`config.mk`:
```
export PLATFORM = sky130hd
export DESIGN_NAME = c2p_post
export DESIGN_NICKNAME = d
export VERILOG_FILES = /design/src/hw/rtl/cartesian_to_polar_color_core_macros.svh /design/src/hw/rtl/c2p_pkg.sv /design/src/hw/rtl/c2p_post.sv
export SDC_FILE = /design/constraint.sdc
export NUM_CORES = 1
export LEC_CHECK = 0
export BUFFER_PORTS_ARGS = -buffer_cell sky130_fd_sc_hd__buf_2
export CORE_MARGIN = 3
export CORE_UTILIZATION = 46
export CTS_CLUSTER_DIAMETER = 150
export DETAILED_ROUTE_END_ITERATION = 8
export PLACE_DENSITY = 0.68
export SYNTH_ARGS = -nofsm -noshare
export SYNTH_HDL_FRONTEND = slang
export SYNTH_SLANG_ARGS = --single-unit
```
`constraint.sdc`:
```
create_clock -name i_clk -period 7 [get_ports i_clk]
set_input_delay 1.4 -clock i_clk [delete_from_list [all_inputs] [get_ports i_clk]]
set_output_delay 1.4 -clock i_clk [all_outputs]
set_load 0.005 [all_outputs]
```
`src/hw/rtl/cartesian_to_polar_color_core_macros.svh`:
```
// ----------------------------------------------------------------------------
// cartesian_to_polar_color_core_macros.svh
// assertion macros for the cartesian to polar color core
// ----------------------------------------------------------------------------
`ifndef CARTESIAN_TO_POLAR_COLOR_CORE_MACROS_SVH
`define CARTESIAN_TO_POLAR_COLOR_CORE_MACROS_SVH

`ifndef SYNTHESIS
// same-cycle implication
`define C2P_ASSERT_IMPL(label, clk, rst_n, ante, cons) \
    label: assert property (@(posedge clk) disable iff (!rst_n) (ante) |-> (cons)) \
        else $error("c2p assertion failed");
// next-cycle implication
`define C2P_ASSERT_NEXT(label, clk, rst_n, ante, cons) \
    label: assert property (@(posedge clk) disable iff (!rst_n) (ante) |=> (cons)) \
        else $error("c2p assertion failed");
`else
`define C2P_ASSERT_IMPL(label, clk, rst_n, ante, cons)
`define C2P_ASSERT_NEXT(label, clk, rst_n, ante, cons)
`endif

`endif

```
`src/hw/rtl/c2p_pkg.sv`:
```
// ----------------------------------------------------------------------------
// c2p_pkg
// shared constants, angle table and types of the cartesian to polar core
// ----------------------------------------------------------------------------
package c2p_pkg;

    localparam int CORDIC_STEPS_DEF = 16;
    localparam int SAMPLE_WIDTH_DEF = 16;
    localparam int GUARD_BITS       = 4;
    localparam int ANGLE_LEN        = 24;
    localparam int HUE_W            = 16;
    localparam int GAIN_W           = 24;

    // about 0.6072455 in q0.24
    localparam logic [GAIN_W-1:0] GAIN_Q24      = 24'd10187889;
    localparam logic [HUE_W-1:0]  HUE_FULL_TURN = 16'd46080;
    // half a turn of the 32-bit binary angle
    localparam logic [31:0]       ANGLE_HALF    = 32'h8000_0000;

    // control that travels alongside each word
    typedef struct packed {
        logic valid;
        logic zero;   // both axes zero
    } t_ctl;

    // atan(2^-i), full turn = 2^32
    function automatic logic [31:0] atan_entry(input logic [4:0] idx);
        logic [31:0] v;
        case (idx)
            5'd0:    v = 32'h20000000;
            5'd1:    v = 32'h12E4051E;
            5'd2:    v = 32'h09FB385B;
            5'd3:    v = 32'h051111D4;
            5'd4:    v = 32'h028B0D43;
            5'd5:    v = 32'h0145D7E1;
            5'd6:    v = 32'h00A2F61E;
            5'd7:    v = 32'h00517C55;
            5'd8:    v = 32'h0028BE53;
            5'd9:    v = 32'h00145F2F;
            5'd10:   v = 32'h000A2F98;
            5'd11:   v = 32'h000517CC;
            5'd12:   v = 32'h00028BE6;
            5'd13:   v = 32'h000145F3;
            5'd14:   v = 32'h0000A2F9;
            5'd15:   v = 32'h0000517C;
            5'd16:   v = 32'h000028BE;
            5'd17:   v = 32'h0000145F;
            5'd18:   v = 32'h00000A2F;
            5'd19:   v = 32'h00000517;
            5'd20:   v = 32'h0000028B;
            5'd21:   v = 32'h00000145;
            5'd22:   v = 32'h000000A2;
            5'd23:   v = 32'h00000051;
            default: v = 32'h00000000;
        endcase
        return v;
    endfunction

endpackage

```
`src/hw/rtl/c2p_post.sv`:
```
// ----------------------------------------------------------------------------
// c2p_post
// gain correction, rounding and saturation of chroma, hue scaling
// ----------------------------------------------------------------------------
module c2p_post #(
    parameter int XW = 23,
    parameter int LW = 16
) (
    input  logic                        i_clk,
    input  logic                        i_rst_n,
    input  logic                        i_en,
    input  c2p_pkg::t_ctl               i_ctl,
    input  logic signed [XW-1:0]        i_x,
    input  logic [31:0]                 i_z,
    input  logic [LW-1:0]               i_l,
    output c2p_pkg::t_ctl               o_ctl,
    output logic [LW-1:0]               o_chroma,
    output logic [c2p_pkg::HUE_W-1:0]   o_hue,
    output logic [LW-1:0]               o_l
);
    import c2p_pkg::*;

    // x is never negative after the cordic steps
    localparam int XU  = XW - 1;
    localparam int LO  = XU / 2;
    localparam int HI  = XU - LO;
    localparam int SW  = XU + GAIN_W + 1;
    localparam int CW  = SW - (GAIN_W + GUARD_BITS);
    localparam int HPW = 32 + HUE_W;

    // stage 1: partial products
    t_ctl                   r_ctl1;
    logic [LO+GAIN_W-1:0]   r_p_lo;
    logic [HI+GAIN_W-1:0]   r_p_hi;
    logic [HPW-1:0]         r_p_hue;
    logic [LW-1:0]          r_l1;

    // stage 2: results
    t_ctl                   r_ctl2;
    logic [LW-1:0]          r_chroma;
    logic [HUE_W-1:0]       r_hue;
    logic [LW-1:0]          r_l2;

    logic [SW-1:0]          sum_c;
    logic [CW-1:0]          chroma_full;
    logic [HPW:0]           sum_h;
    logic [HUE_W:0]         hue_full;
    logic [LW-1:0]          n_chroma;
    logic [HUE_W-1:0]       n_hue;

    always_comb begin
        sum_c = (SW'(r_p_hi) << LO) + SW'(r_p_lo)
              + (SW'(1) << (GAIN_W - 1 + GUARD_BITS));
        chroma_full = sum_c[SW-1:GAIN_W+GUARD_BITS];
        if (r_ctl1.zero) begin
            n_chroma = '0;
        end else if (|chroma_full[CW-1:LW]) begin
            n_chroma = '1;
        end else begin
            n_chroma = chroma_full[LW-1:0];
        end

        sum_h    = {1'b0, r_p_hue} + (HPW+1)'(ANGLE_HALF);
        hue_full = sum_h[HPW:32];
        if (r_ctl1.zero || hue_full >= {1'b0, HUE_FULL_TURN}) begin
            n_hue = '0;
        end else begin
            n_hue = hue_full[HUE_W-1:0];
        end
    end

    always_ff @(posedge i_clk) begin
        if (!i_rst_n) begin
            r_ctl1 <= '0;
            r_ctl2 <= '0;
        end else if (i_en) begin
            r_ctl1 <= i_ctl;
            r_ctl2 <= r_ctl1;
        end
    end

    always_ff @(posedge i_clk) begin
        if (i_en) begin
            r_p_lo   <= i_x[LO-1:0] * GAIN_Q24;
            r_p_hi   <= i_x[XU-1:LO] * GAIN_Q24;
            r_p_hue  <= i_z * HUE_FULL_TURN;
            r_l1     <= i_l;
            r_chroma <= n_chroma;
            r_hue    <= n_hue;
            r_l2     <= r_l1;
        end
    end

    assign o_ctl    = r_ctl2;
    assign o_chroma = r_chroma;
    assign o_hue    = r_hue;
    assign o_l      = r_l2;

endmodule

```
# ---- After elaboration in Yosys (flattened, before gate mapping)
# Cells that the tools add are included.
dict set report totals {
  regBits 176
  inputBits 76
  output_inout_bits 50
  elab_cells 21
}
dict set report classes {
  n_addsub 3
  multipliers 3
  order_cmp 1
  n_mux 1
  reduce_logical 2
}
# op count
set ops {}
lappend ops {{$mul 11x24->35 const B} 2}
lappend ops {{$add 48x32->49 const B} 1}
lappend ops {{$add 46x35->47} 1}
lappend ops {{$add 47x28->47 const B} 1}
lappend ops {{$mul 32x6->38 const B} 1}
lappend ops {{$ge 17x16->1 const B} 1}
lappend ops {{$mux 16} 1}
lappend ops {{$reduce_or 3->1} 1}
lappend ops {{$logic_or 1x1->1} 1}

# ---- Logic depth before layout (Yosys ltp)
# Gate-level depths: netlist of the first run.
dict set report depth {
  word_depth 4
  depth_mapped 20
  ltp_nobuf 20
}

# ---- Worst setup path after synthesis of the first run
# Ideal clock, no wire load.
dict set report synth_timing {
  path_kind {input to register}
  startpoint {input i_x[19]}
  endpoint {register r_p_hi[34] (data pin)}
  setup_ns 0.262
  arrival_ns 6.042
  required_time_ns 6.738
  setup_slack_ns 0.695
  stages 18
  n_path_buf 1
  path_cell_list {fa_1 inv_1 fa_1 fa_1 inv_1 fa_1 fa_1 ha_1 clkbuf_1 inv_1 nand2_1 a21oi_1 or3_1 and3_1 a211oi_1 o211ai_1 mux2i_1 or2_2}
}
dict set report synth_via {
  elab_chain_len 1
}
# item line
set synth_lines {}
lappend synth_lines {{from (decl)} c2p_post.sv:13} ;# input logic signed [XW-1:0] i_x,
lappend synth_lines {{$mul 11x24->35} c2p_post.sv:85} ;# r_p_hi <= i_x[XU-1:LO] * GAIN_Q24;
lappend synth_lines {{to (signal assigned)} c2p_post.sv:85}
lappend synth_lines {{to (decl)} c2p_post.sv:34} ;# logic [HI+GAIN_W-1:0] r_p_hi;
# Every way passes these cells.
# A chain may end at the register's enable or synchronous reset.

# ---- Worst setup path after layout of the first run
dict set report layout_timing {
  startpoint {input i_x[2]}
  endpoint {register r_p_lo[31] (data pin)}
}
dict set report layout_via {
  elab_chain_len 1
}
# item line
set layout_lines {}
lappend layout_lines {{$mul 11x24->35} c2p_post.sv:84} ;# r_p_lo <= i_x[LO-1:0] * GAIN_Q24;
lappend layout_lines {{to (signal assigned)} c2p_post.sv:84}
lappend layout_lines {{to (decl)} c2p_post.sv:33} ;# logic [LO+GAIN_W-1:0] r_p_lo;
# Every way passes these cells.

==> flow_summary_export.csv, run 1 <==
group,metric,value,unit
synthesis,synthArstFlopShare,0,%
power_and_ir_drop,powerDensity,432,nW/um2
sta,final_max_slew_viol_count,0,
synthesis,synth_area_leaders,"edfxtp_1, fa_1, ha_1",
sta,setup-violations-final,0,
synthesis,yosys.area_share.simple,6.61,%
sta,period_needed,6.40,ns
global_route,track_usage,17.9,%
routing,vias_per_cell,5.05,
clocking,htreeDepth,4,
die,start_util,46.7,%
clocking,postCtsHoldBufs,0,
clocking,insertion_delay,0.43,ns
sta,fin_worst_skew,0.0140,ns
finish,drive_gt1_share,10.8,%
die,core,37800,um2
power_and_ir_drop,clkPwrFrac,11.5,%
sta,post-route-period-util,91.5,%
routing,routed_wl,35000,um
placement,gp_congestion,0.916,
finish,n_antenna_cell,0,
finish,fill_cells,3378,
clocking,cts_root_buffer,"clkbuf_16",
power_and_ir_drop,p_comb_share,68.3,%
synthesis,syn_nets,2239,
hold_path,hold_class,"reg -> reg",
sta,max_freq,156,MHz
sta,slew-limit-headroom,24.1,%
power_and_ir_drop,leakage,9.79,nW
die,floorplan.rows,71,
power_and_ir_drop,finalPower,8.43,mW
routing,via_count,11600,
die,ioPinCount,126,
clocking,cts_resized,0,
routing,route.met3.wl,1280,um
run_status,status,"completed",
power_and_ir_drop,p_switching,3.78,mW
power_and_ir_drop,swShare,44.8,%
die,die_h,202,um
global_route,overflow,0,
placement,io_buffers,124,
routing,postRouteAntennaNets,0,
sta,worst_pin_slew,1.14,ns
power_and_ir_drop,pwr-share-seq,20.2,%
routing,wl_met1,15800,um
routing,drt_iter0_drc,673,
synthesis,ys_ff_latch,144,
synthesis,ys_top_cells_by_count,"inv_1, ha_1, fa_1",
finish,fin_nets,2376,
power_and_ir_drop,p_int,4.65,mW
routing,drc,0,
setup_path,worst_setup_path_end_kind,"flip-flop",
run,drv_cap,0,
synthesis,synthAdderAreaFrac,46.1,%
synthesis,ys_warn_count,0,
synthesis,yosysTopAreaCell,"edfxtp_1",
clocking,cts_max_path_buffers,2,
clocking,cts_setup_buffers,0,
synthesis,synth.avg_cell_area,10.7,um2
synthesis,ys_seq_area_share,24.3,%
setup_path,path_class,"in -> reg",
global_route,antenna_found_initial,1,
sta,setup_tns,0,ns
finish,area_delta_synth_final,10.7,%
sta,rsz0062_at_grt,"false",
synthesis,synth_top_flop_cell,"edfxtp_1",
setup_path,critPathMaxFanout,7,
synthesis,synth_edf_count,140,
finish,multiInputGateArea,11800,um2
routing,met2WireLength,17200,um
finish,register_area,4280,um2
clocking,cts_tree,"done",
synthesis,synth_cells,1640,
synthesis,synth_most_common_cell,"inv_1",
synthesis,synthMuxAreaShare,0.454,%
die,die_w,202,um
clocking,cts_buffers,17,
setup_path,crit_required,7.16,ns
clocking,cts.sinks,144,
routing,first_pass_iters,6,
synthesis,synth_top_area_share,23.9,%
synthesis,syn_area,17600,um2
synthesis,synthDistinctLibCells,67,
routing,avgRoutedWirePerCell,15.2,um
setup_path,cp.arrival,6.57,ns
clocking,path_clk_slew,0.07,ns
synthesis,synth_top_family_by_area,"adder cells",
global_route,grt_pass1_vias,12400,
synthesis,synth_xor_xnor_area_share,4.07,%
power_and_ir_drop,ir_drop,0.231,mV
global_route,grt_pass1_wl,59500,um
routing,top_layer,"met5",
placement,dpl.hpwl,29900,um
die,die_area,40700,um2
setup_path,worstSetupStartpointType,"input port",
synthesis,synth_compound_area_share,9.79,%
sta,hold_viol,0,
global_route,grt_max_degree,76,
## logic make-up (layout without fill, tap and decap cells)
family / Yosys count / in the layout
DFF: 144 / 144
and+or+nand+nor: 226 / 226
xor gates and xnor gates: 82 / 82
buffers and inverters: 406 / 556
muxes: 8 / 8
adders and majority gates: 523 / 523
AOI/OAI and AO/OA: 251 / 251
## power by group through the flow
stage | combinational [mW] | clock, mW | sequential [mW]
2_1_floorplan | 4.56 | 0 | 1.66
3_3_place_gp | 5.63 | 0 | 1.71
3_5_place_dp | 5.75 | 0 | 1.72
4_1_cts | 5.81 | 0.991 | 1.70
5_1_grt | 6.63 | 1.02 | 1.74
6_report | 5.76 | 0.967 | 1.70
## state kept, by name (all words and copies together), names as in the netlist
| register | count |
|---|---|
| r_p_hi | 35 |
| r_p_lo | 24 |
| r_p_hue | 17 |
| o_chroma | 16 |
| o_hue | 16 |
| o_l | 16 |
| r_l1 | 16 |
| o_ctl | 2 |
| r_ctl1 | 2 |
## critical path, cell delays in order
cell and delay (ns):
buf_2 0.18, ha_1 0.36, inv_1 0.15, fa_1 0.46, fa_1 0.51, inv_1 0.06
fa_1 0.50, fa_1 0.49, ha_1 0.35, a211oi_1 0.28, nand2_1 0.11, or3_1 0.30
or3_1 0.36, a31o_2 0.28, a41oi_2 0.29, o31ai_1 0.20, a21oi_1 0.21, xnor2_1 0.09
## layout make-up
type                    count  share of cell area (%)
inverters                 393                    7.56
well taps                 511                    3.28
multi-input cells        1090                    60.5
clock inverters            15                    1.01
flip-flops and latches    144                    22.0
clock buffers              17                    2.18
repair buffers            131                    3.48
## placed cells by master (no fill, tap or decap), types with 8 or more instances in the layout
cell type,instances
a211oi_1,15
a21o_1,40
a21oi_1,72
a21oi_2,10
and3_1,9
and4_1,9
buf_2,123
clkbuf_16,17
edfxtp_1,140
fa_1,210
ha_1,313
inv_1,393
mux2i_1,8
nand2_1,40
nand2b_1,8
nand3_1,21
nand4_1,12
nor2_1,69
nor2b_1,12
nor3_1,11
o21a_1,17
o21ai_0,32
or2_2,8
xnor2_1,51
xor2_1,31
## layer usage
layer  vias up  global-route usage [%]
li1       5750                       -
met1      5598                    23.7
met2       211                    31.1
met3        51                    2.54
met4         2                    4.81
met5         -                       0
## through the flow
stage / setup slack [ns] / utilization, % / hold WS [ns] / instance area, um2 / instances
after global routing: 0.280 / 51.7 / 0.428 / 19500 / 2301
after global placement: 0.155 / 50.0 / 0.400 / 18900 / 2269
after floorplan: 0.695 / - / 0.400 / 17600 / 1640
after detailed placement: 0.195 / 50.0 / 0.405 / 18900 / 2269
final: 0.598 / 51.7 / 0.419 / 19500 / 2301
after CTS: 0.631 / 51.7 / 0.420 / 19500 / 2301
## worst paths after layout
check,startpoint,end,slack (ns),depth (start not counted)
max reg2reg,r_p_hi[10],o_chroma[1],3.16,11
min reg2reg,r_l1[11],o_l[11],0.42,0
min,r_l1[11],o_l[11],0.42,0
max,i_x[2],r_p_lo[31],0.60,18
Power figures use the tool's default switching activity.
==> run 2: changes to the inputs <==
Settings changed: CORE_UTILIZATION 46 to 25, CTS_CLUSTER_SIZE set to 12, PLACE_DENSITY 0.68 to 0.44.
==> run 2 against run 1 <==
Net effect: sequential power barely moved; sequential cell count is the same; combinational power grew 3%; critical path depth unchanged; critical path type unchanged; critical endpoint is now r_p_lo[34].
==> flow_summary_export.csv, run 2 (synthesized netlist as in run 1, its figures left out) <==
group,metric,value,unit
hold_path,hp-start,"r_l1[12]",
clocking,cts_buffers,17,
setup_path,reg2reg_depth,11,
die,die_area,73700,um2
power_and_ir_drop,leakage,9.83,nW
hold_path,hold_class,"reg -> reg",
finish,area_delta_synth_final,14.0,%
setup_path,crit_required,7.32,ns
clocking,cts_tree,"done",
routing,vias_per_cell,4.18,
routing,drt_iter0_drc,379,
run,drv_cap,0,
setup_path,worst_setup_path_end_kind,"flip-flop",
finish,fin_nets,2384,
global_route,overflow,0,
setup_path,reg2reg_from,"r_p_lo[21]",
sta,setup_tns,0,ns
sta,slew-limit-headroom,31.7,%
die,core,69200,um2
die,floorplan.rows,96,
clocking,insertion_delay,0.44,ns
power_and_ir_drop,ir_drop,0.290,mV
placement,dp.cells,2697,
die,die_h,272,um
clocking,cts_resized,0,
finish,largest_register_ffs,35,
placement,dpl.hpwl,33000,um
sta,worst_pin_slew,1.02,ns
global_route,antenna_found_initial,0,
placement,gp_congestion,0.839,
finish,regMostFlops,"r_p_hi",
finish,layout.cells.non_filler,2729,
routing,avgRoutedWirePerCell,14.1,um
routing,routed_wl,38400,um
setup_path,worstSetupStartpointType,"input port",
run_status,status,"completed",
global_route,grt_pass1_vias,12200,
global_route,track_usage,10.7,%
sta,hold_viol,0,
finish,n_antenna_cell,0,
setup_path,r2r-end,"o_chroma[1]",
sta,fin_hold_ws,0.420,ns
clocking,cts_setup_buffers,0,
clocking,postCtsHoldBufs,0,
sta,period_needed,6.35,ns
sta,rsz0062_at_grt,"false",
routing,drc,0,
placement,io_buffers,124,
sta,setup_ws,0.647,ns
die,start_util,25.5,%
die,ioPinCount,126,
setup_path,cp.arrival,6.67,ns
sta,setup-violations-final,0,
hold_path,min_to,"o_l[12]",
finish,multiInputGateArea,11800,um2
sta,post-route-period-util,90.8,%
hold_path,worstHoldPathCells,0,
global_route,grt_max_degree,80,
routing,first_pass_iters,4,
global_route,grt_pass1_wl,63800,um
clocking,cts.sinks,144,
placement,pre_cts_ws,0.148,ns
die,die_w,272,um
clocking,cts_root_buffer,"clkbuf_16",
finish,drive_gt1_share,11.2,%
clocking,cts_max_path_buffers,2,
routing,postRouteAntennaNets,0,
finish,final_util,29.0,%
finish,fill_cells,7297,
setup_path,regToRegSetupSlack,3.02,ns
finish,mostFrequentLayoutCells,"inv_1, ha_1, fa_1",
sta,max_freq,157,MHz
power_and_ir_drop,powerDensity,428,nW/um2
routing,via_count,11400,
clocking,htreeDepth,4,
finish,reg_top3,"r_p_hi x35, r_p_lo x24, r_p_hue x17",
setup_path,critPathMaxFanout,7,
finish,final_common_cell,"inv_1",
finish,register_area,4280,um2
sta,final_max_slew_viol_count,0,
clocking,path_clk_slew,0.07,ns
sta,fin_worst_skew,0.0110,ns
setup_path,path_class,"in -> reg",
==> run 2: cell count changes in the layout (fill, tap and decap cells not counted), sizes merged <==
cell,previous run,this run
bufinv,2,3
buf,131,139
clkinv,6,3
clkinvlp,0,2
==> run 2: area by class of cell <==
type	count	area share, %
clock buffers	17	2.12
inverters	393	7.34
repair buffers	139	3.68
clock inverters	15	0.996
flip-flops and latches	144	21.3
multi-input cells	1090	58.8
well taps	931	5.80
==> run 2: metrics by stage <==
| step | power, mW | instance area [um2] |
|---|---|---|
| after global routing | 9.66 | 20100 |
| after global placement | 7.70 | 19500 |
| final | 8.60 | 20100 |
| after detailed placement | 7.71 | 19500 |
| after floorplan | 6.21 | 17600 |
| after CTS | 8.78 | 20100 |
==> run 2: layer usage <==
layer	wire length [um]	track usage [%]	vias up	share of wire, %
met5	0	0	-	0
met4	374	2.03	0	0.97
met3	920	1.58	26	2.4
met2	18100	18.0	105	47
met1	19000	14.7	5521	49
li1	-	-	5750	-
==> run 2: worst max-delay path, stage by stage <==
cell and delay [ns]:
buf_2 0.22, fa_1 0.49, ha_1 0.32, inv_1 0.08, fa_1 0.45, fa_1 0.55, inv_1 0.05, fa_1 0.47
ha_1 0.39, nand3_1 0.09, a211oi_1 0.42, o31ai_1 0.22, a211o_1 0.32, a21oi_1 0.24, o21ai_0 0.18, nor2b_1 0.18
xnor2_1 0.38, buf_4 0.20
==> run 2: report_power, final <==
group,total (mW),internal (mW),switching [mW]
registers,1.68,1.53,0.151
clock network,0.985,0.574,0.411
logic,5.94,2.64,3.30
==> run 2: worst max-delay path by stage <==
stage | start | endpoint | slack (ns)
5_1_grt | i_x[20] | r_p_hi[34] | 0.22
6_report | i_x[9] | r_p_lo[34] | 0.65
3_3_place_gp | i_x[20] | r_p_hi[34] | 0.15
4_1_cts | i_x[20] | r_p_hi[34] | 0.62
3_5_place_dp | i_x[20] | r_p_hi[34] | 0.15
2_1_floorplan | i_x[19] | r_p_hi[34] | 0.70
