`src/hw/rtl/cartesian_to_polar_color_core_macros.svh`:
```
// ----------------------------------------------------------------------------
// cartesian_to_polar_color_core_macros.svh
// assertion macros for the cartesian to polar color core
// ----------------------------------------------------------------------------
`ifndef CARTESIAN_TO_POLAR_COLOR_CORE_MACROS_SVH
`define CARTESIAN_TO_POLAR_COLOR_CORE_MACROS_SVH

`ifndef SYNTHESIS
// same-cycle implication
`define C2P_ASSERT_IMPL(label, clk, rst_n, ante, cons) \
    label: assert property (@(posedge clk) disable iff (!rst_n) (ante) |-> (cons)) \
        else $error("c2p assertion failed");
// next-cycle implication
`define C2P_ASSERT_NEXT(label, clk, rst_n, ante, cons) \
    label: assert property (@(posedge clk) disable iff (!rst_n) (ante) |=> (cons)) \
        else $error("c2p assertion failed");
`else
`define C2P_ASSERT_IMPL(label, clk, rst_n, ante, cons)
`define C2P_ASSERT_NEXT(label, clk, rst_n, ante, cons)
`endif

`endif

```
`src/hw/rtl/c2p_pkg.sv`:
```
// ----------------------------------------------------------------------------
// c2p_pkg
// shared constants, angle table and types of the cartesian to polar core
// ----------------------------------------------------------------------------
package c2p_pkg;

    localparam int CORDIC_STEPS_DEF = 16;
    localparam int SAMPLE_WIDTH_DEF = 16;
    localparam int GUARD_BITS       = 4;
    localparam int ANGLE_LEN        = 24;
    localparam int HUE_W            = 16;
    localparam int GAIN_W           = 24;

    // about 0.6072455 in q0.24
    localparam logic [GAIN_W-1:0] GAIN_Q24      = 24'd10187889;
    localparam logic [HUE_W-1:0]  HUE_FULL_TURN = 16'd46080;
    // half a turn of the 32-bit binary angle
    localparam logic [31:0]       ANGLE_HALF    = 32'h8000_0000;

    // control that travels alongside each word
    typedef struct packed {
        logic valid;
        logic zero;   // both axes zero
    } t_ctl;

    // atan(2^-i), full turn = 2^32
    function automatic logic [31:0] atan_entry(input logic [4:0] idx);
        logic [31:0] v;
        case (idx)
            5'd0:    v = 32'h20000000;
            5'd1:    v = 32'h12E4051E;
            5'd2:    v = 32'h09FB385B;
            5'd3:    v = 32'h051111D4;
            5'd4:    v = 32'h028B0D43;
            5'd5:    v = 32'h0145D7E1;
            5'd6:    v = 32'h00A2F61E;
            5'd7:    v = 32'h00517C55;
            5'd8:    v = 32'h0028BE53;
            5'd9:    v = 32'h00145F2F;
            5'd10:   v = 32'h000A2F98;
            5'd11:   v = 32'h000517CC;
            5'd12:   v = 32'h00028BE6;
            5'd13:   v = 32'h000145F3;
            5'd14:   v = 32'h0000A2F9;
            5'd15:   v = 32'h0000517C;
            5'd16:   v = 32'h000028BE;
            5'd17:   v = 32'h0000145F;
            5'd18:   v = 32'h00000A2F;
            5'd19:   v = 32'h00000517;
            5'd20:   v = 32'h0000028B;
            5'd21:   v = 32'h00000145;
            5'd22:   v = 32'h000000A2;
            5'd23:   v = 32'h00000051;
            default: v = 32'h00000000;
        endcase
        return v;
    endfunction

endpackage

```
`src/hw/rtl/c2p_cell.sv`:
```
// ----------------------------------------------------------------------------
// c2p_cell
// one registered cordic vectoring micro-rotation
// ----------------------------------------------------------------------------
module c2p_cell #(
    parameter int XW    = 23,
    parameter int LW    = 16,
    parameter int STEP  = 0
) (
    input  logic                 i_clk,
    input  logic                 i_rst_n,
    input  logic                 i_en,
    input  c2p_pkg::t_ctl        i_ctl,
    input  logic signed [XW-1:0] i_x,
    input  logic signed [XW-1:0] i_y,
    input  logic [31:0]          i_z,
    input  logic [LW-1:0]        i_l,
    output c2p_pkg::t_ctl        o_ctl,
    output logic signed [XW-1:0] o_x,
    output logic signed [XW-1:0] o_y,
    output logic [31:0]          o_z,
    output logic [LW-1:0]        o_l
);
    import c2p_pkg::*;

    localparam logic [31:0] ATAN = atan_entry(5'(STEP));

    logic signed [XW-1:0] xs, ys, n_x, n_y;
    logic [31:0]          n_z;
    t_ctl                 r_ctl;
    logic signed [XW-1:0] r_x, r_y;
    logic [31:0]          r_z;
    logic [LW-1:0]        r_l;

    assign xs = i_x >>> STEP;
    assign ys = i_y >>> STEP;

    // rotate toward the positive first axis
    always_comb begin
        if (!i_y[XW-1]) begin
            n_x = i_x + ys;
            n_y = i_y - xs;
            n_z = i_z + ATAN;
        end else begin
            n_x = i_x - ys;
            n_y = i_y + xs;
            n_z = i_z - ATAN;
        end
    end

    always_ff @(posedge i_clk) begin
        if (!i_rst_n) begin
            r_ctl <= '0;
        end else if (i_en) begin
            r_ctl <= i_ctl;
        end
    end

    always_ff @(posedge i_clk) begin
        if (i_en) begin
            r_x <= n_x;
            r_y <= n_y;
            r_z <= n_z;
            r_l <= i_l;
        end
    end

    assign o_ctl = r_ctl;
    assign o_x   = r_x;
    assign o_y   = r_y;
    assign o_z   = r_z;
    assign o_l   = r_l;

endmodule

```
`config.mk`:
```
export PLATFORM = sky130hd
export DESIGN_NAME = c2p_cell
export DESIGN_NICKNAME = d
export VERILOG_FILES = /design/src/hw/rtl/cartesian_to_polar_color_core_macros.svh /design/src/hw/rtl/c2p_pkg.sv /design/src/hw/rtl/c2p_cell.sv
export SDC_FILE = /design/constraint.sdc
export NUM_CORES = 1
export LEC_CHECK = 0
export BUFFER_PORTS_ARGS = -buffer_cell sky130_fd_sc_hd__buf_2
export CAP_MARGIN = 20
export CORE_AREA = 4 4 136 138
export CTS_CLUSTER_SIZE = 30
export DETAILED_ROUTE_END_ITERATION = 10
export DIE_AREA = 0 0 140 142
export SETUP_SLACK_MARGIN = 0.2
export SLEW_MARGIN = 20
export SYNTH_ARGS = -nofsm -noshare
export SYNTH_HDL_FRONTEND = slang
export SYNTH_SLANG_ARGS = --single-unit
export TNS_END_PERCENT = 10
```
`constraint.sdc`:
```
create_clock -name i_clk -period 3.74 [get_ports i_clk]
set_input_delay 0.748 -clock i_clk [delete_from_list [all_inputs] [get_ports i_clk]]
set_output_delay 0.748 -clock i_clk [all_outputs]
set_load 0.1 [all_outputs]
```
# After elaboration in Yosys (flattened, before gate mapping)
# Index checks and enable logic that the tools add are counted.
# totals
reg_bits	96
input_bits	99
word_cells	14
output_inout_bits	96
# op_classes
n_mux	3
n_addsub	5
# op_table
op	count
$mux 23	2
$sub 23x23->23	2
$add 32x30->32 const B	1
$mux 32	1
$sub 32x30->32 const B	1
$add 23x23->23	1

# Logic depth before layout (Yosys ltp)
# Gate-level depths: netlist of run 1.
# logic_depth
ltp_word	2
depth_mapped	11
depth_no_buf	10

# Worst setup path before layout of run 1
# No wires, ideal clock.
# synth_path
path_kind	input port to flip-flop
from	input port i_x[0]
to	register r_y[20] (netlist: o_y[20]) (data pin)
arrival_time_ns	2.590
required_ns	3.471
setup_time_ns	0.269
stages	9
setup_slack_ns	0.881
path_buffers	0
path_cell_list	ha_1 > fa_1 > nor2b_1 > o311ai_1 > a2111oi_2 > o32ai_2 > o211ai_2 > a21boi_1 > xor2_1
# synth_via
elab_chain_len	2
word_cells_on_any_way	3
cone_classes	add/sub: 2; mux: 1
# synth_rtl
element	line_no	rtl
start: declaration	c2p_cell.sv:14	input logic signed [XW-1:0] i_x,
$sub 23x23->23 / $add 23x23->23 (equally long branches)	c2p_cell.sv:42, c2p_cell.sv:46	
$mux 23 (*)	c2p_cell.sv:40	if (!i_y[XW-1]) begin
net n_y[20]	c2p_cell.sv:28	logic signed [XW-1:0] xs, ys, n_x, n_y;
end signal: assignment	c2p_cell.sv:62	r_y <= n_y;
end: declaration	c2p_cell.sv:31	logic signed [XW-1:0] r_x, r_y;
# The timed path passes the listed nets; every way through them passes the cells marked *.
# A chain may end at the register's enable or synchronous reset.

# Worst setup path in the final report of run 1
# Same ends and word-level chain as after synthesis.

==> metrics.md, run 1 <==
| Metric | Value |
|---|---|
| Syn_area_per_cell | 9.97 µm² |
| Relative slew slack | a little under half |
| Starting DRT DRC Count | approximately 480 |
| Post-route minimum period | between 3 and 4 ns |
| Most frequent cells in the layout | 193 x buf_2, 93 x edfxtp_1, 71 x inv_1 |
| Post-CTS Resized | 0 |
| Initial antenna violation count | 0 |
| Synth Flop Type | edfxtp_1 |
| Fmax | about 330 MHz |
| Hold/Removal Path Class | flop to flop |
| Layout Nets | about 1100 |
| Syn_nets | approximately 850 |
| Number of max-cap violations | 0 |
| IO Pins | around 200 |
| Max-slew violations | 0 |
| Skew final | 0 ns |
| Maximum vdd drop | about 0.33 mV |
| TNS Setup | 0 ns |
| Clock Tree Root | clkbuf_16 |
| Filler instances | between 1500 and 2000 |
| Post-CTS setup buffers | 0 |
| Commonest non-fill, non-tap cell in the layout | buf_2 |
| Gp weighted congestion | 0.937 |
| Sequential area share after synthesis | approximately two fifths |
| Worst-skew pair later-pin latency | around 0.33 ns |
| Vias per inst | around 5.4 |
| GR Overflow Total | 0 |
| Post-Place Worst Slack | between 0.3 and 0.4 ns |
| Pwr per Cell Area | between 400 and 500 mW/mm² |
| #FFs+latches synth | 95 |
| CTS Hold Bufs | 0 |
| Status | completed |
| Post-detail-place hpwl | approximately 16000 µm |
| Worst Setup Start Kind | input port |
| Ys async rst share | 0% |
| Post-synth EDFFs | 93 |
| CTS Buf Count | 9 |
| Slew @ Worst Pin | between 0.7 and 0.8 ns |
| Num Clock Sinks | 95 |
| Row cnt | 48 |
| Number of buffers added on ports | roughly 190 |
| Placeable Area | 0.0172 mm² |
| Setup ws final | around 0.67 ns |
| Final critical-path share of the clock period | between 80% and 90% |
| Mapped cell area | 0.00683 mm² |
| Vias in the first global route | between 5000 and 6000 |
| Routed WL per cell | 17.8 µm |
| Clock Path Buffers | 2 |
| ANT cells | 0 |
| Routed Antenna Nets | 0 |
| Multi-input gate area | approximately 0.0036 mm² |
| Fin. Hold Viols | 0 |
| Reg area | between 0.002 and 0.003 mm² |
| CP arrival | around 3.2 ns |
| Max FO, Critical Path | 3 |
| Total wire length | approximately 20000 µm |
| Worst-path clk slew | ~0.07 ns |
| RSZ-0062 raised after global routing | no |
| Syn-to-layout area delta | 22.8% |
| Final Setup Violations | 0 |
| Layout cell share with drive strength beyond 1 | about 28% |
| Leakage | 0.00375 µW |
| Synth Instances | 685 |
| H-tree levels | 3 |
| First-pass GRT wire length | between 30000 and 40000 µm |
| Req. time, crit path | just under 4 ns |
| DRC | 0 |
| Syn. warnings | 0 |
| Via count | 5990 |
| Pin count of the biggest net entering global routing | 96 |
| Endpoint class of the critical path | flop |
| Critical path type | input port to flop |
| CTS tree | built |
| Die area | ~0.02 mm² |
| Chip width | 140 µm |
| Post-synth cell types | roughly 70 |
| Die Y | 142 µm |
| Drt pass-1 iters | 5 |
| Total Routing Usage GR | roughly a fifth |
| Initial Util | between 30% and 40% |
[layer usage]
metal	GRT usage (%)	wire, µm	part of all wire [%]	vias to the layer above
met5	0	0	0	-
met4	4.59	280	1.4	0
met3	2.89	1620	8.2	20
met2	29.9	8800	45	306
met1	27.6	9040	46	2806
li1	-	-	-	2858
[area by class of cell]
class | count | share of cell area [%]
multi-input cells | 489 | 42.8
flip-flops and latches | 95 | 33.8
repair buffers | 214 | 13.6
well taps | 225 | 3.36
inverters | 72 | 3.22
clock buffers | 10 | 2.73
clock inverters | 6 | 0.507
[power breakdown]
| group | switching [µW] | leakage, µW | internal [µW] | total (µW) |
|---|---|---|---|---|
| logic | 1480 | 0.00269 | 397 | 1880 |
| clock network | 380 | 0.000129 | 453 | 833 |
| registers | 33.7 | 0.000927 | 1340 | 1370 |
| total | 1900 | 0.00375 | 2190 | 4080 |
[synth_stat cells, types with 4 or more instances]
library cell	count	share of area, %
a211oi_1	7	0.77
edfxtp_1	93	41
inv_1	71	3.9
clkbuf_1	13	0.71
mux2i_1	13	1.9
o211ai_1	7	0.77
o21ai_1	5	0.37
o21ai_0	40	2.9
ha_1	66	12
nor2_1	50	2.7
nand2_1	34	1.9
nand4_1	9	0.82
buf_4	4	0.44
fa_1	4	1.2
o31ai_1	10	1.1
nand2b_1	11	1.0
and2_1	5	0.46
buf_2	9	0.66
nand3_1	9	0.66
and4_1	4	0.51
a21oi_1	60	4.4
a21boi_0	6	0.66
nor3_1	7	0.51
a31oi_1	5	0.46
nor2b_1	12	1.1
o21a_1	5	0.55
xor2_1	11	1.4
a211o_1	6	0.77
xnor2_1	33	4.2
a21o_1	15	1.6
[metrics by stage]
stage                     std cells  hold slack (ns)  instance area (µm²)  util, %  power (µW)
final                          1111            0.512                 8380     48.8        4080
after global placement         1095            0.492                 8110     47.2        3270
after detailed placement       1095            0.506                 8110     47.2        3270
after global routing           1111            0.530                 8380     48.8        4260
after CTS                      1111            0.523                 8380     48.8        4120
after floorplan                 685            0.847                 6830        -        2860
[registers in the layout, indices dropped and copies added, names as in the netlist]
register and cells:
o_z 32, o_y 23, o_x 22, o_l 16, o_ctl 2
[worst paths after layout]
check,from,to,slack [ns],depth (start not counted)
hold / removal,o_ctl[0],o_ctl[0],0.51,2
setup / recovery,i_x[0],o_y[20],0.67,10
setup reg to reg,o_ctl[1],o_ctl[1],3.15,2
hold reg to reg,o_ctl[0],o_ctl[0],0.51,2
[logic make-up after synthesis]
kind of cell | after synthesis | synth area share (%)
AOI/OAI and AO/OA | 202 | 19.9
buffers and inverters | 101 | 5.94
adders and majority gates | 70 | 13.3
DFF | 95 | 41.5
xor gates and xnor gates | 44 | 5.64
muxes | 13 | 1.91
and+or+nand+nor | 160 | 11.9
[critical path: stages]
cell and delay (ns):
buf_2 0.12, ha_1 0.22, fa_1 0.42, nor2b_1 0.18, o311ai_1 0.40, a2111oi_2 0.16
o32ai_2 0.35, o211ai_2 0.15, a21boi_1 0.22, xor2_1 0.25
(Power assumes the default switching activity.)
==> run 2, diff against run 1 <==
--- a/config.mk
+++ b/config.mk
@@ -5,12 +5,13 @@
 export SDC_FILE = /design/constraint.sdc
 export NUM_CORES = 1
 export LEC_CHECK = 0
+export ABC_AREA = 1
 export BUFFER_PORTS_ARGS = -buffer_cell sky130_fd_sc_hd__buf_2
 export CAP_MARGIN = 20
-export CORE_AREA = 4 4 136 138
+export CORE_AREA = 4 4 146 148
 export CTS_CLUSTER_SIZE = 30
 export DETAILED_ROUTE_END_ITERATION = 10
-export DIE_AREA = 0 0 140 142
+export DIE_AREA = 0 0 150 152
 export SETUP_SLACK_MARGIN = 0.2
 export SLEW_MARGIN = 20
 export SYNTH_ARGS = -nofsm -noshare
==> constraint.sdc (replaced) <==
create_clock -name i_clk -period 3.2 [get_ports i_clk]
set_input_delay 0.64 -clock i_clk [delete_from_list [all_inputs] [get_ports i_clk]]
set_output_delay 0.64 -clock i_clk [all_outputs]
set_load 0.1 [all_outputs]
==> run 2 against run 1 <==
Net effect: clock power increased by 33%; core utilization shrank 2.3 points; setup slack worse by 0.0024 ns; global-route usage up 1.5 points; die area up 15%; clock skew did not move; sequential share of layout area down 3.4 points; worst hold slack got worse by 0.048 ns; first-iteration DRC count is 12% higher.
==> metrics.md, run 2 <==
| Metric | Value |
|---|---|
| Status | completed |
| IO Pins | approximately 200 |
| Clock power share | between 20% and 30% |
| Vias per inst | between 4 and 5 |
| Pwr per Cell Area | 519 mW/mm² |
| Beginning of the worst hold path | i_z[6] |
| ANT cells | 0 |
| Critical path type | input port to flop |
| R2R cell count | 2 |
| Max FO, Critical Path | 12 |
| Sink of the worst hold path | o_z[6] |
| Hold Crit Depth | 1 |
| Initial Util | 39.1% |
| Switching share of power | a little under half |
| Skew final | 0 ns |
| Pin count of the biggest net entering global routing | 37 |
| H-tree levels | 3 |
| Via count | 7464 |
| Internal | between 2000 and 3000 µW |
| Placed cells | 1526 |
| Initial antenna violation count | 1 |
| #FFs+latches synth | 95 |
| RR Endpoint | o_ctl[1] |
| CP Buf/Inv Count | 2 |
| Reg2reg setup slack | 2.57 ns |
| Synth Flop Type | edfxtp_1 |
| First-pass GRT wire length | ~36000 µm |
| Post-route minimum period | 2.53 ns |
| CP Cell Sequence | buf_2 > inv_1 > ha_1 > nand2_1 > nor2_2 > nand2_1 > nand3_1 > nand2_1 > nand2_1 > nand2_1 > nand2_1 > nand2_1 > nand3_1 > nand2_1 |
| Ys async rst share | 0% |
| Final Setup Violations | 0 |
| TNS Setup | 0 ns |
| Commonest non-fill, non-tap cell in the layout | nand2_1 |
| Worst-skew pair later-pin latency | about 0.34 ns |
| Vias in the first global route | between 6000 and 7000 |
| Post-detail-place hpwl | a little over 20000 µm |
| Fmax | between 300 and 400 MHz |
| Endpoint class of the critical path | flop |
| Post-layout util | a little under half |
| Number of buffers added on ports | around 190 |
| Slew @ Worst Pin | about 0.52 ns |
| Yosys top cell by area | edfxtp_1 |
| Worst-path clk slew | roughly 0.08 ns |
| RSZ-0062 raised after global routing | no |
| Min Hold Slack | ~0.46 ns |
| Row cnt | 52 |
| CTS tree | built |
| Most frequent cells in the layout | 341 x nand2_1, 193 x buf_2, 182 x inv_1 |
| Synth Instances | ~1100 |
| Leakage | roughly 0.0049 µW |
| Post-CTS setup buffers | 0 |
| Mapped cell area | approximately 0.0078 mm² |
| Syn_area_per_cell | ~7.2 µm² |
| Post-CTS Resized | 0 |
| Syn_nets | ~1300 |
| Top post-synthesis cells by area | edfxtp_1 36%, nand2_1 16%, ha_1 11% |
| Num Clock Sinks | 95 |
| Post-synth cell types | 39 |
| Post-synth EDFFs | between 90 and 100 |
| R2r startpoint | o_ctl[1] |
| Syn-to-layout area delta | 18.8% |
| Post-Place Worst Slack | between 0.3 and 0.4 ns |
| Flop pwr share | 32.4% |
| Top-area cell type share of the netlist area | between 30% and 40% |
| Crit path largest cell delay | between 0.5 and 0.6 ns |
| Final critical-path share of the clock period | 79.0% |
| Max-slew violations | 0 |
| Die area | ~0.023 mm² |
| Relative slew slack | 65.3% |
| Die Y | around 150 µm |
| DRC | 0 |
| Most used cell along the critical path | nand2_1 |
| CP arrival | about 2.6 ns |
| Sw Pwr | 2270 µW |
| Clock Tree Root | clkbuf_16 |
| Number of max-cap violations | 0 |
| Req. time, crit path | about 3.3 ns |
| Maximum vdd drop | about 0.29 mV |
| Drt pass-1 iters | 5 |
| Routed WL per cell | 15.6 µm |
| Synth cell count leaders | 341 x nand2_1, 182 x inv_1, 107 x nand3_1, 93 x edfxtp_1, 79 x nor2_1 |
| Top Family by Delay on Critical Path | simple AND/OR/NAND/NOR gates |
| Clock Path Buffers | 2 |
| Setup ws final | about 0.67 ns |
| Total wire length | 24100 µm |
| Placeable Area | approximately 0.020 mm² |
| Layout cell share with drive strength beyond 1 | 19.5% |
| Gp weighted congestion | about 0.91 |
| CTS Hold Bufs | 0 |
| Chip width | about 150 µm |
| Layout Nets | between 1000 and 1500 |
| Fin. Hold Viols | 0 |
| Routed Antenna Nets | 0 |
| Sequential area share after synthesis | a little over a third |
| Most frequent cell after synthesis | nand2_1 |
| CTS Buf Count | 9 |
| Layout Cells excl Fill | around 1500 |
| Total Routing Usage GR | between 20% and 30% |
| Crit path max-delay cell type | ha_1 |
| Starting DRT DRC Count | 535 |
| Max FFs per register | 32 |
| GR Overflow Total | 0 |
| Syn. warnings | 0 |
| Comb pwr share | 44.7% |
| Worst Setup Start Kind | input port |
| Hold/Removal Path Class | input port to flop |
==> run 2: changes by cell type after synthesis, moves of 9 or more <==
cell and change:
a21o_1 -11, nand2b_1 -11, nor2_2 +13, buf_4 +9
a21oi_1 -10, nor2b_1 -12, mux2i_1 -13, nand4_1 +9
nand3_1 +98, nand2_1 +307, nor2_1 +29, xnor2_1 -32
inv_1 +111
==> run 2: power by group through the flow <==
stage / combinational (µW) / clock, µW / sequential, µW
3_3_place_gp: 2150 / 0 / 1590
4_1_cts: 2160 / 1150 / 1570
5_1_grt: 2300 / 1210 / 1580
6_report: 2160 / 1110 / 1570
2_1_floorplan: 720 / 0 / 2580
3_5_place_dp: 2150 / 0 / 1600
==> run 2: worst register-to-register path: stages, from the launching register on <==
cell     delay (ns)
dfxtp_1        0.31
o21ai_0        0.17
nor2_1         0.06
==> run 2: cell type report <==
type	instances	area, µm²
clock buffer	9	225
inverter	185	694
multi-input combinational	776	4120
tap	270	338
fill	2089	10700
timing repair buffer	200	1030
clock inverter	7	78.8
sequential	95	2830
==> run 2: how the worst max path moves through the flow <==
stage                 from  slack, ns  depth (start not counted)      end
finish              i_x[3]       0.67                         14  o_y[17]
global route        i_x[3]       0.54                         14  o_y[17]
CTS                 i_x[3]       0.69                         14  o_y[17]
detailed placement  i_x[3]       0.32                         14  o_y[17]
global placement    i_x[3]       0.32                         14  o_y[17]
floorplan           i_x[0]       0.99                         11  o_x[20]
==> run 2: routing by layer <==
layer / track usage (%) / wire, µm / up-vias
li1: - / - / 3821
met1: 27.8 / 10900 / 3325
met2: 33.5 / 10800 / 286
met3: 3.87 / 1960 / 30
met4: 5.27 / 457 / 2
met5: 0 / 20 / -
==> run 2: cell families (layout without fill, tap and decap cells) <==
logic type	after synthesis	in the layout	share of synthesized area, %
buf+inv	215	401	11.4
compound gates	109	109	7.66
fa+ha+maj	70	70	11.5
flops	95	95	36.1
simple gates	581	581	31.5
xor+xnor	16	16	1.79
==> run 2: per-stage QoR <==
step	area (µm²)	total power (µW)
2_1_floorplan	7850	3300
3_3_place_gp	9010	3740
3_5_place_dp	9010	3750
4_1_cts	9320	4880
5_1_grt	9320	5090
6_report	9320	4840
